==> src/mmfm_pkg.sv <==
package mmfm_pkg;

  localparam int PREAMBLE_BITS = 32;
  localparam int FRAME_BITS    = PREAMBLE_BITS + 32;
  localparam int PHY_W         = 5;
  localparam int REG_W         = 5;
  localparam int DATA_W        = 16;
  localparam int OP_W          = 2;

  typedef enum logic [OP_W-1:0] {
    OP_TICK  = 2'd0,
    OP_READ  = 2'd1,
    OP_WRITE = 2'd2
  } op_t;

  // One frame bit as held by a cell.
  typedef struct packed {
    logic       val;      // bit to drive when not a PHY address bit
    logic       drive;    // master owns the line
    logic       last;     // final bit of the frame
    logic       sample;   // read data bit: capture mdio_in
    logic       phy;      // take the bit from the PHY address register
    logic [2:0] phy_idx;  // which PHY address bit
  } frame_cell_t;

  typedef frame_cell_t [FRAME_BITS-1:0] frame_image_t;

  typedef struct packed {
    logic load;     // load the whole chain with a new frame
    logic advance;  // one MDC period: shift toward the head
  } chain_ctrl_t;

  typedef struct packed {
    logic              mdio_out;
    logic              mdio_drive;
    logic              clock_pulse;
    logic              frame_busy;
    logic              start_rejected;
    logic              frame_done;
    logic              read_valid;
    logic [DATA_W-1:0] read_data;
  } result_t;

  // Frame image, index 0 goes out first.
  function automatic frame_image_t build_frame(input logic              is_rd,
                                               input logic [REG_W-1:0]  reg_addr,
                                               input logic [DATA_W-1:0] wdata);
    frame_image_t img;
    int           k;
    img = '0;
    for (int i = 0; i < FRAME_BITS; i++) begin
      k = i - PREAMBLE_BITS;
      img[i].drive = 1'b1;
      if (k < 0) begin
        img[i].val = 1'b1;
      end else if (k < 2) begin
        img[i].val = (k == 1);
      end else if (k < 4) begin
        img[i].val = is_rd ? (k == 2) : (k == 3);
      end else if (k < 9) begin
        img[i].phy     = 1'b1;
        img[i].phy_idx = 3'(8 - k);
      end else if (k < 14) begin
        img[i].val = reg_addr[3'(13 - k)];
      end else if (k < 16) begin
        img[i].drive = !is_rd;
        img[i].val   = !is_rd && (k == 14);
      end else begin
        img[i].drive  = !is_rd;
        img[i].sample = is_rd;
        img[i].val    = !is_rd && wdata[4'(31 - k)];
      end
      img[i].last = (k == 31);
    end
    return img;
  endfunction

endpackage

==> src/mmfm_intf.sv <==
interface mmfm_in_if;
  import mmfm_pkg::*;
  logic                   valid;
  logic                   ready;
  logic [OP_W-1:0]        operation;
  logic [REG_W-1:0]       register_address;
  logic [DATA_W-1:0]      write_data;
  logic                   mdio_in;

  modport source(output valid, operation, register_address, write_data, mdio_in,
                 input ready);
  modport sink(input valid, operation, register_address, write_data, mdio_in,
               output ready);
endinterface

interface mmfm_out_if;
  import mmfm_pkg::*;
  logic              valid;
  logic              ready;
  logic              mdio_out;
  logic              mdio_drive;
  logic              clock_pulse;
  logic              frame_busy;
  logic              start_rejected;
  logic              frame_done;
  logic              read_valid;
  logic [DATA_W-1:0] read_data;

  modport source(output valid, mdio_out, mdio_drive, clock_pulse, frame_busy,
                 start_rejected, frame_done, read_valid, read_data,
                 input ready);
  modport sink(input valid, mdio_out, mdio_drive, clock_pulse, frame_busy,
               start_rejected, frame_done, read_valid, read_data,
               output ready);
endinterface

==> src/mmfm_cell.sv <==
module mmfm_cell
  import mmfm_pkg::*;
(
  input  logic        clk,
  input  chain_ctrl_t ctrl,
  input  frame_cell_t load_bit,
  input  frame_cell_t next_bit,
  output frame_cell_t cell_q
);

  frame_cell_t cell_r;

  always_ff @(posedge clk) begin
    if (ctrl.load) begin
      cell_r <= load_bit;
    end else if (ctrl.advance) begin
      cell_r <= next_bit;
    end
  end

  assign cell_q = cell_r;

endmodule

==> src/mmfm_chain.sv <==
module mmfm_chain
  import mmfm_pkg::*;
(
  input  logic         clk,
  input  chain_ctrl_t  ctrl,
  input  frame_image_t image,
  output frame_cell_t  head
);

  frame_image_t cells;

  for (genvar i = 0; i < FRAME_BITS; i++) begin : g_cell
    frame_cell_t nxt;
    if (i == FRAME_BITS - 1) begin : g_tail
      assign nxt = '0;
    end else begin : g_mid
      assign nxt = cells[i+1];
    end
    mmfm_cell u_cell (
      .clk      (clk),
      .ctrl     (ctrl),
      .load_bit (image[i]),
      .next_bit (nxt),
      .cell_q   (cells[i])
    );
  end

  assign head = cells[0];

endmodule

==> src/mdio_management_frame_master.sv <==
// Clause-22 MDIO management master, one MDC period per tick transfer.
// A start transfer (operation 1 read, 2 write) loads the whole frame into a
// row of PREAMBLE_BITS+32 bit cells; each tick transfer (operation 0) while
// busy shifts the row by one, drives the head bit and reports one MDC pulse.
// The PHY address bits are taken live from the cfg register as they reach
// the head. On a read the turnaround and data bits release the line and
// mdio_in is shifted into read_data, MSB first; read_valid and frame_done
// mark the last bit. Starts while busy only raise start_rejected. Every input
// transfer gives exactly one result transfer. Throughput is one transfer per
// clock while the skid stage is not full: the cell row shifts one position per
// accepted tick, and a result register with a skid stage keeps in_ch.ready
// high while one result waits for out_ch.ready. Results are registered.
module mdio_management_frame_master
  import mmfm_pkg::*;
(
  input  logic             clk,
  input  logic             rst_n,
  input  logic             cfg_wr_en,
  input  logic [PHY_W-1:0] cfg_wr_data,
  mmfm_in_if.sink          in_ch,
  mmfm_out_if.source       out_ch
);

  // configuration
  logic [PHY_W-1:0]  phy_r;

  // frame state
  logic              busy_r, busy_nxt;
  logic [DATA_W-1:0] rdsh_r, rdsh_nxt;

  // result register and skid stage
  logic              ov_r, sv_r;
  result_t           main_r, skid_r;

  logic              accept, out_fire;
  op_t               op;
  chain_ctrl_t       ctrl, ctrl_raw;
  frame_cell_t       head;
  frame_image_t      image;
  result_t           res;

  assign accept   = in_ch.valid && in_ch.ready;
  assign out_fire = ov_r && out_ch.ready;
  assign op       = op_t'(in_ch.operation);

  assign image = build_frame(op == OP_READ, in_ch.register_address, in_ch.write_data);

  mmfm_chain u_chain (
    .clk   (clk),
    .ctrl  (ctrl),
    .image (image),
    .head  (head)
  );

  always_comb begin
    res      = '0;
    busy_nxt = busy_r;
    rdsh_nxt = rdsh_r;
    ctrl_raw = '0;
    unique case (op)
      OP_READ, OP_WRITE: begin
        if (busy_r) begin
          res.start_rejected = 1'b1;
        end else begin
          ctrl_raw.load = 1'b1;
          busy_nxt      = 1'b1;
          rdsh_nxt      = '0;
        end
      end
      OP_TICK: begin
        if (busy_r) begin
          ctrl_raw.advance = 1'b1;
          res.clock_pulse  = 1'b1;
          res.mdio_drive   = head.drive;
          res.mdio_out     = head.drive && (head.phy ? phy_r[head.phy_idx] : head.val);
          if (head.sample) begin
            rdsh_nxt = {rdsh_r[DATA_W-2:0], in_ch.mdio_in};
          end
          if (head.last) begin
            res.frame_done = 1'b1;
            res.read_valid = head.sample;
            busy_nxt       = 1'b0;
          end
        end
      end
      default: ;  // unused selector: no effect
    endcase
    res.frame_busy = busy_nxt;
    res.read_data  = rdsh_nxt;
    ctrl.load      = accept && ctrl_raw.load;
    ctrl.advance   = accept && ctrl_raw.advance;
  end

  always_ff @(posedge clk) begin
    if (!rst_n) begin
      phy_r  <= '0;
      busy_r <= 1'b0;
      rdsh_r <= '0;
    end else begin
      if (cfg_wr_en) begin
        phy_r <= cfg_wr_data;
      end
      if (accept) begin
        busy_r <= busy_nxt;
        rdsh_r <= rdsh_nxt;
      end
    end
  end

  // Result register plus skid stage; input stalls only when the skid is full.
  always_ff @(posedge clk) begin
    if (!rst_n) begin
      ov_r <= 1'b0;
      sv_r <= 1'b0;
    end else if (out_fire) begin
      if (sv_r) begin
        sv_r <= 1'b0;
      end else if (!accept) begin
        ov_r <= 1'b0;
      end
    end else if (accept) begin
      if (ov_r) begin
        sv_r <= 1'b1;
      end else begin
        ov_r <= 1'b1;
      end
    end
  end

  always_ff @(posedge clk) begin
    if (out_fire) begin
      if (sv_r) begin
        main_r <= skid_r;
      end else if (accept) begin
        main_r <= res;
      end
    end else if (accept) begin
      if (ov_r) begin
        skid_r <= res;
      end else begin
        main_r <= res;
      end
    end
  end

  assign in_ch.ready           = !sv_r;
  assign out_ch.valid          = ov_r;
  assign out_ch.mdio_out       = main_r.mdio_out;
  assign out_ch.mdio_drive     = main_r.mdio_drive;
  assign out_ch.clock_pulse    = main_r.clock_pulse;
  assign out_ch.frame_busy     = main_r.frame_busy;
  assign out_ch.start_rejected = main_r.start_rejected;
  assign out_ch.frame_done     = main_r.frame_done;
  assign out_ch.read_valid     = main_r.read_valid;
  assign out_ch.read_data      = main_r.read_data;

endmodule

==> src/flat_wrapper.sv <==
// flat-port wrapper written by rule: the top's interface ports become plain ports
module mdio_management_frame_master_flat import mmfm_pkg::*;
  (clk, rst_n, cfg_wr_en, cfg_wr_data, in_ch_valid, in_ch_operation, in_ch_register_address, in_ch_write_data, in_ch_mdio_in, in_ch_ready, out_ch_valid, out_ch_mdio_out, out_ch_mdio_drive, out_ch_clock_pulse, out_ch_frame_busy, out_ch_start_rejected, out_ch_frame_done, out_ch_read_valid, out_ch_read_data, out_ch_ready);
  mmfm_in_if in_ch_i ();
  mmfm_out_if out_ch_i ();
  input  logic clk;
  input  logic rst_n;
  input  logic cfg_wr_en;
  input  logic [PHY_W-1:0] cfg_wr_data;
  input wire logic [$bits(in_ch_i.valid)-1:0] in_ch_valid;
  input wire logic [$bits(in_ch_i.operation)-1:0] in_ch_operation;
  input wire logic [$bits(in_ch_i.register_address)-1:0] in_ch_register_address;
  input wire logic [$bits(in_ch_i.write_data)-1:0] in_ch_write_data;
  input wire logic [$bits(in_ch_i.mdio_in)-1:0] in_ch_mdio_in;
  output wire logic [$bits(in_ch_i.ready)-1:0] in_ch_ready;
  output wire logic [$bits(out_ch_i.valid)-1:0] out_ch_valid;
  output wire logic [$bits(out_ch_i.mdio_out)-1:0] out_ch_mdio_out;
  output wire logic [$bits(out_ch_i.mdio_drive)-1:0] out_ch_mdio_drive;
  output wire logic [$bits(out_ch_i.clock_pulse)-1:0] out_ch_clock_pulse;
  output wire logic [$bits(out_ch_i.frame_busy)-1:0] out_ch_frame_busy;
  output wire logic [$bits(out_ch_i.start_rejected)-1:0] out_ch_start_rejected;
  output wire logic [$bits(out_ch_i.frame_done)-1:0] out_ch_frame_done;
  output wire logic [$bits(out_ch_i.read_valid)-1:0] out_ch_read_valid;
  output wire logic [$bits(out_ch_i.read_data)-1:0] out_ch_read_data;
  input wire logic [$bits(out_ch_i.ready)-1:0] out_ch_ready;
  assign in_ch_i.valid = in_ch_valid;
  assign in_ch_i.operation = in_ch_operation;
  assign in_ch_i.register_address = in_ch_register_address;
  assign in_ch_i.write_data = in_ch_write_data;
  assign in_ch_i.mdio_in = in_ch_mdio_in;
  assign in_ch_ready = in_ch_i.ready;
  assign out_ch_valid = out_ch_i.valid;
  assign out_ch_mdio_out = out_ch_i.mdio_out;
  assign out_ch_mdio_drive = out_ch_i.mdio_drive;
  assign out_ch_clock_pulse = out_ch_i.clock_pulse;
  assign out_ch_frame_busy = out_ch_i.frame_busy;
  assign out_ch_start_rejected = out_ch_i.start_rejected;
  assign out_ch_frame_done = out_ch_i.frame_done;
  assign out_ch_read_valid = out_ch_i.read_valid;
  assign out_ch_read_data = out_ch_i.read_data;
  assign out_ch_i.ready = out_ch_ready;
  mdio_management_frame_master u_core (.clk(clk), .rst_n(rst_n), .cfg_wr_en(cfg_wr_en), .cfg_wr_data(cfg_wr_data), .in_ch(in_ch_i), .out_ch(out_ch_i));
endmodule
==> config.mk <==
export PLATFORM = sky130hd
export DESIGN_NAME = mdio_management_frame_master_flat
export DESIGN_NICKNAME = d
export VERILOG_FILES = /design/src/mmfm_pkg.sv /design/src/mmfm_intf.sv /design/src/mmfm_cell.sv /design/src/mmfm_chain.sv /design/src/mdio_management_frame_master.sv /design/src/flat_wrapper.sv
export SDC_FILE = /design/constraint.sdc
export NUM_CORES = 1
export LEC_CHECK = 0
export BUFFER_PORTS_ARGS = -buffer_cell sky130_fd_sc_hd__clkbuf_2
export CAP_MARGIN = 0
export CORE_MARGIN = 2
export CORE_UTILIZATION = 60
export DETAILED_ROUTE_END_ITERATION = 7
export PLACE_DENSITY = 0.82
export SLEW_MARGIN = 5
export SYNTH_ARGS = -nofsm -noshare
export SYNTH_HDL_FRONTEND = slang
export SYNTH_SLANG_ARGS = --single-unit
==> constraint.sdc <==
create_clock -name clk -period 4.5 [get_ports clk]
set_clock_uncertainty 0.1 [all_clocks]
set_input_delay 0.45 -clock clk [delete_from_list [all_inputs] [get_ports clk]]
set_output_delay 0.45 -clock clk [all_outputs]
set_load 0.05 [all_outputs]
==> out/qor.txt <==
sink count of the clock tree - 441
vias in the first global route - 8,218
number of cells upsized or downsized after cts - 0
drt initial violations - 677
initial core utilization - 0.6162
top post-synthesis cells by area - sky130_fd_sc_hd__dfxtp_1, sky130_fd_sc_hd__edfxtp_1, sky130_fd_sc_hd__a22o_1
Max Freq - 359.6 MHz
CP Capture Type - register
initial antenna violation count - 0
post-synthesis instance area - 0.01455 mm2
start-to-end type of the worst setup path - register to register
# port buffers - 49
Period minus WS final - 2781 ps
total global routing track utilization - 0.1830
syn nets - 1,164
Unique masters post-synth - 42
Startpoint Class - register
TritonCTS clock tree - yes
vias per std cell - 5.838
number of buffers added to fix hold violations after cts - 0
final net count - 1,168
reported leakage power - 6.145 nW
Placement Setup Slack - 1641 ps
worst-case vdd ir drop - 0.2653 mV
DIE WIDTH - 159.7 um
Internal Dissipation - 0.006047 W
number of post-CTS setup repair buffers - 0
net switching fraction of the power - 0.2197
maximum buffer depth of the clock tree - 3
final-report hold violation count - 0
final routed DRC violation total - 0
area added between synthesis and finish - 11.15%
gate count of the mapped netlist - 1,127
fraction of power consumed by combinational cells - 0.043
detailed placement HPWL - 12.59 mm
vertical extent of the die - 159.7 um
arrival time at the worst endpoint - 2880 ps
number of cells traversed by the worst hold path - 3
Synth Warn # - 0
H-tree depth - 2
number of clock buffers inserted by TritonCTS - 42
class of the tightest hold or removal check - input pin to register
number of iterations in the first detailed-routing pass - 5
leading cell type in the layout, fill and taps excluded - sky130_fd_sc_hd__dfxtp_1
vias after detailed routing - 8,664
Final WS setup - 1719 ps
number of I/O pins - 59
Routed Wire Length - 23.42 mm
Crit path required time - 4600 ps
fraction of the yosys area taken by sequential cells - 0.6729
sequential fraction of design power - 0.536
result of the run - finished clean
count of state elements after synthesis - 441
average cell area after synthesis - 12.91 um2
CTS root buffer - sky130_fd_sc_hd__clkbuf_16
reg2reg path depth - 4
final critical-path share of the clock period - 0.6180
post-DR wirelength/cell - 15.78 um
first-pass GRT wire length - 39.85 mm
Switching Power - 0.001703 W
Worst-path clk slew - 60 ps
total die area - 0.02551 mm2
final weighted congestion in routability-driven placement - 0.7323
leading area contributor after synthesis - sky130_fd_sc_hd__dfxtp_1
total overflow reported by the global router - 0
area of the core region - 0.02361 mm2
largest net degree at the start of global routing - 234
worst skew pair latency - 530 ps
remaining antenna violation count after routing - 0
sum of negative setup slack - 0 ps
maximum fanout count along the critical path - 77
cell row count - 56
setup repair after global routing missed its margin - false
share of post-route cells with drive strength above 1 - 0.1167
commonest non-fill, non-tap cells in the layout - sky130_fd_sc_hd__dfxtp_1, sky130_fd_sc_hd__a22o_1, sky130_fd_sc_hd__edfxtp_1
max capacitance violation total - 0
transition at the pin with the smallest max-transition slack - 1128 ps
antenna diode instance count - 0
clock network fraction of total power - 0.421
Final Setup Violations - 0
total count of max-transition violations in the final report - 0
fraction of synthesized cell area taken by the top area cell type - 0.4747
headroom to the max-slew limit - 0.2430
total power divided by cell area - 479.2 mW/mm2
-- power groups by stage --
stage / sequential (W) / clock [W] / combinational, W
3_5_place_dp: 0.00424 / 0 / 0.000331
2_1_floorplan: 0.00429 / 0 / 0.000212
5_1_grt: 0.00416 / 0.00349 / 0.000365
3_3_place_gp: 0.00424 / 0 / 0.000325
4_1_cts: 0.00415 / 0.00333 / 0.000335
6_report: 0.00415 / 0.00326 / 0.000332
-- through the flow --
step / std cells / hold slack, ps / power (W) / util / area, um2
after floorplan: 1127 / 329.0 / 0.004500 / - / 14550
after global placement: 1406 / 340.3 / 0.004563 / 0.6302 / 14880
after detailed placement: 1406 / 346.8 / 0.004572 / 0.6302 / 14880
after CTS: 1484 / 73.11 / 0.007824 / 0.6849 / 16170
after global routing: 1484 / 99.39 / 0.008018 / 0.6849 / 16170
final: 1484 / 87.49 / 0.007750 / 0.6849 / 16170
-- worst paths after layout --
path | end | from | slack [ps]
min | u_core.phy_r[1] | cfg_wr_data[1] | 90
max | u_core.u_chain.g_cell[60].u_cell.cell_q[6] | u_core.sv_r | 1720
min reg2reg | u_core.u_chain.g_cell[18].u_cell.cell_q[6] | u_core.u_chain.g_cell[19].u_cell.cell_q[6] | 360
max reg2reg | u_core.u_chain.g_cell[60].u_cell.cell_q[6] | u_core.sv_r | 1720
-- cells in the mapped netlist --
| library cell | instances |
|---|---|
| sky130_fd_sc_hd__o31a_1 | 1 |
| sky130_fd_sc_hd__and2_1 | 5 |
| sky130_fd_sc_hd__nand3_1 | 1 |
| sky130_fd_sc_hd__a21o_1 | 6 |
| sky130_fd_sc_hd__and4b_1 | 2 |
| sky130_fd_sc_hd__nor3b_1 | 1 |
| sky130_fd_sc_hd__a21boi_2 | 1 |
| sky130_fd_sc_hd__o32ai_1 | 15 |
| sky130_fd_sc_hd__edfxtp_1 | 96 |
| sky130_fd_sc_hd__a21boi_0 | 2 |
| sky130_fd_sc_hd__nand2_1 | 70 |
| sky130_fd_sc_hd__inv_2 | 1 |
| sky130_fd_sc_hd__a22oi_1 | 1 |
| sky130_fd_sc_hd__o21a_1 | 13 |
| sky130_fd_sc_hd__buf_2 | 44 |
| sky130_fd_sc_hd__ha_1 | 3 |
| sky130_fd_sc_hd__nor2b_1 | 9 |
| sky130_fd_sc_hd__mux2i_1 | 6 |
| sky130_fd_sc_hd__o22a_1 | 81 |
| sky130_fd_sc_hd__a31oi_1 | 18 |
| sky130_fd_sc_hd__o2111a_1 | 1 |
| sky130_fd_sc_hd__a22o_1 | 244 |
| sky130_fd_sc_hd__o22ai_1 | 1 |
| sky130_fd_sc_hd__nand3b_1 | 2 |
| sky130_fd_sc_hd__clkbuf_2 | 1 |
| sky130_fd_sc_hd__mux2_2 | 7 |
| sky130_fd_sc_hd__o311a_1 | 1 |
| sky130_fd_sc_hd__nor3_1 | 1 |
| sky130_fd_sc_hd__nand2b_1 | 3 |
| sky130_fd_sc_hd__buf_4 | 7 |
| sky130_fd_sc_hd__o21ai_0 | 20 |
| sky130_fd_sc_hd__clkbuf_1 | 36 |
| sky130_fd_sc_hd__nand4b_1 | 1 |
| sky130_fd_sc_hd__a21oi_1 | 7 |
| sky130_fd_sc_hd__nor3_2 | 1 |
| sky130_fd_sc_hd__o21ai_1 | 2 |
| sky130_fd_sc_hd__nor4bb_1 | 1 |
| sky130_fd_sc_hd__inv_1 | 8 |
| sky130_fd_sc_hd__buf_1 | 9 |
| sky130_fd_sc_hd__dfxtp_1 | 345 |
| sky130_fd_sc_hd__nor2_1 | 51 |
| sky130_fd_sc_hd__and3_1 | 2 |
-- cell families after synthesis --
family	synth area share
AO/OA/AOI/OAI	0.2370
adder cells (fa/ha/maj)	0.002580
buffers and inverters	0.03302
flip-flops	0.6729
multiplexers	0.009546
AND/OR/NAND/NOR	0.04498
-- sequential cells by signal, indices dropped and copies added, names as in the netlist --
register                             cells
u_core.rdsh_r                           16
u_core.busy_r                            1
u_core.out_ch.mdio_drive                 1
u_core.out_ch.read_data                 16
u_core.out_ch.read_valid                 1
u_core.skid_r                           23
u_core.phy_r                             5
u_core.out_ch.valid                      1
u_core.out_ch.frame_busy                 1
u_core.out_ch.start_rejected             1
u_core.u_chain.g_cell.u_cell.cell_q    371
u_core.out_ch.mdio_out                   1
u_core.out_ch.frame_done                 1
u_core.sv_r                              1
u_core.out_ch.clock_pulse                1
-- layer usage --
metal,track usage,vias up,share of wire
met3,0.03351,35,0.036
met5,0,-,0
met2,0.2908,145,0.47
met4,0.05579,0,0.020
met1,0.2575,4201,0.48
li1,-,4283,-
-- worst max-delay path, stage by stage (launching register included) --
cell and delay (ps):
sky130_fd_sc_hd__dfxtp_1 410, sky130_fd_sc_hd__nand2b_1 600, sky130_fd_sc_hd__a21o_4 410, sky130_fd_sc_hd__inv_4 500, sky130_fd_sc_hd__buf_12 390
-- layout make-up --
| class | count | area (um2) |
|---|---|---|
| inverters | 9 | 36.28 |
| fillers | 1668 | 7441 |
| flip-flops and latches | 441 | 9789 |
| multi-input cells | 580 | 4314 |
| clock inverters | 21 | 152.6 |
| well taps | 319 | 399.1 |
| clock buffers | 57 | 1137 |
| repair buffers | 57 | 342.8 |
(Power assumes the default switching activity.)
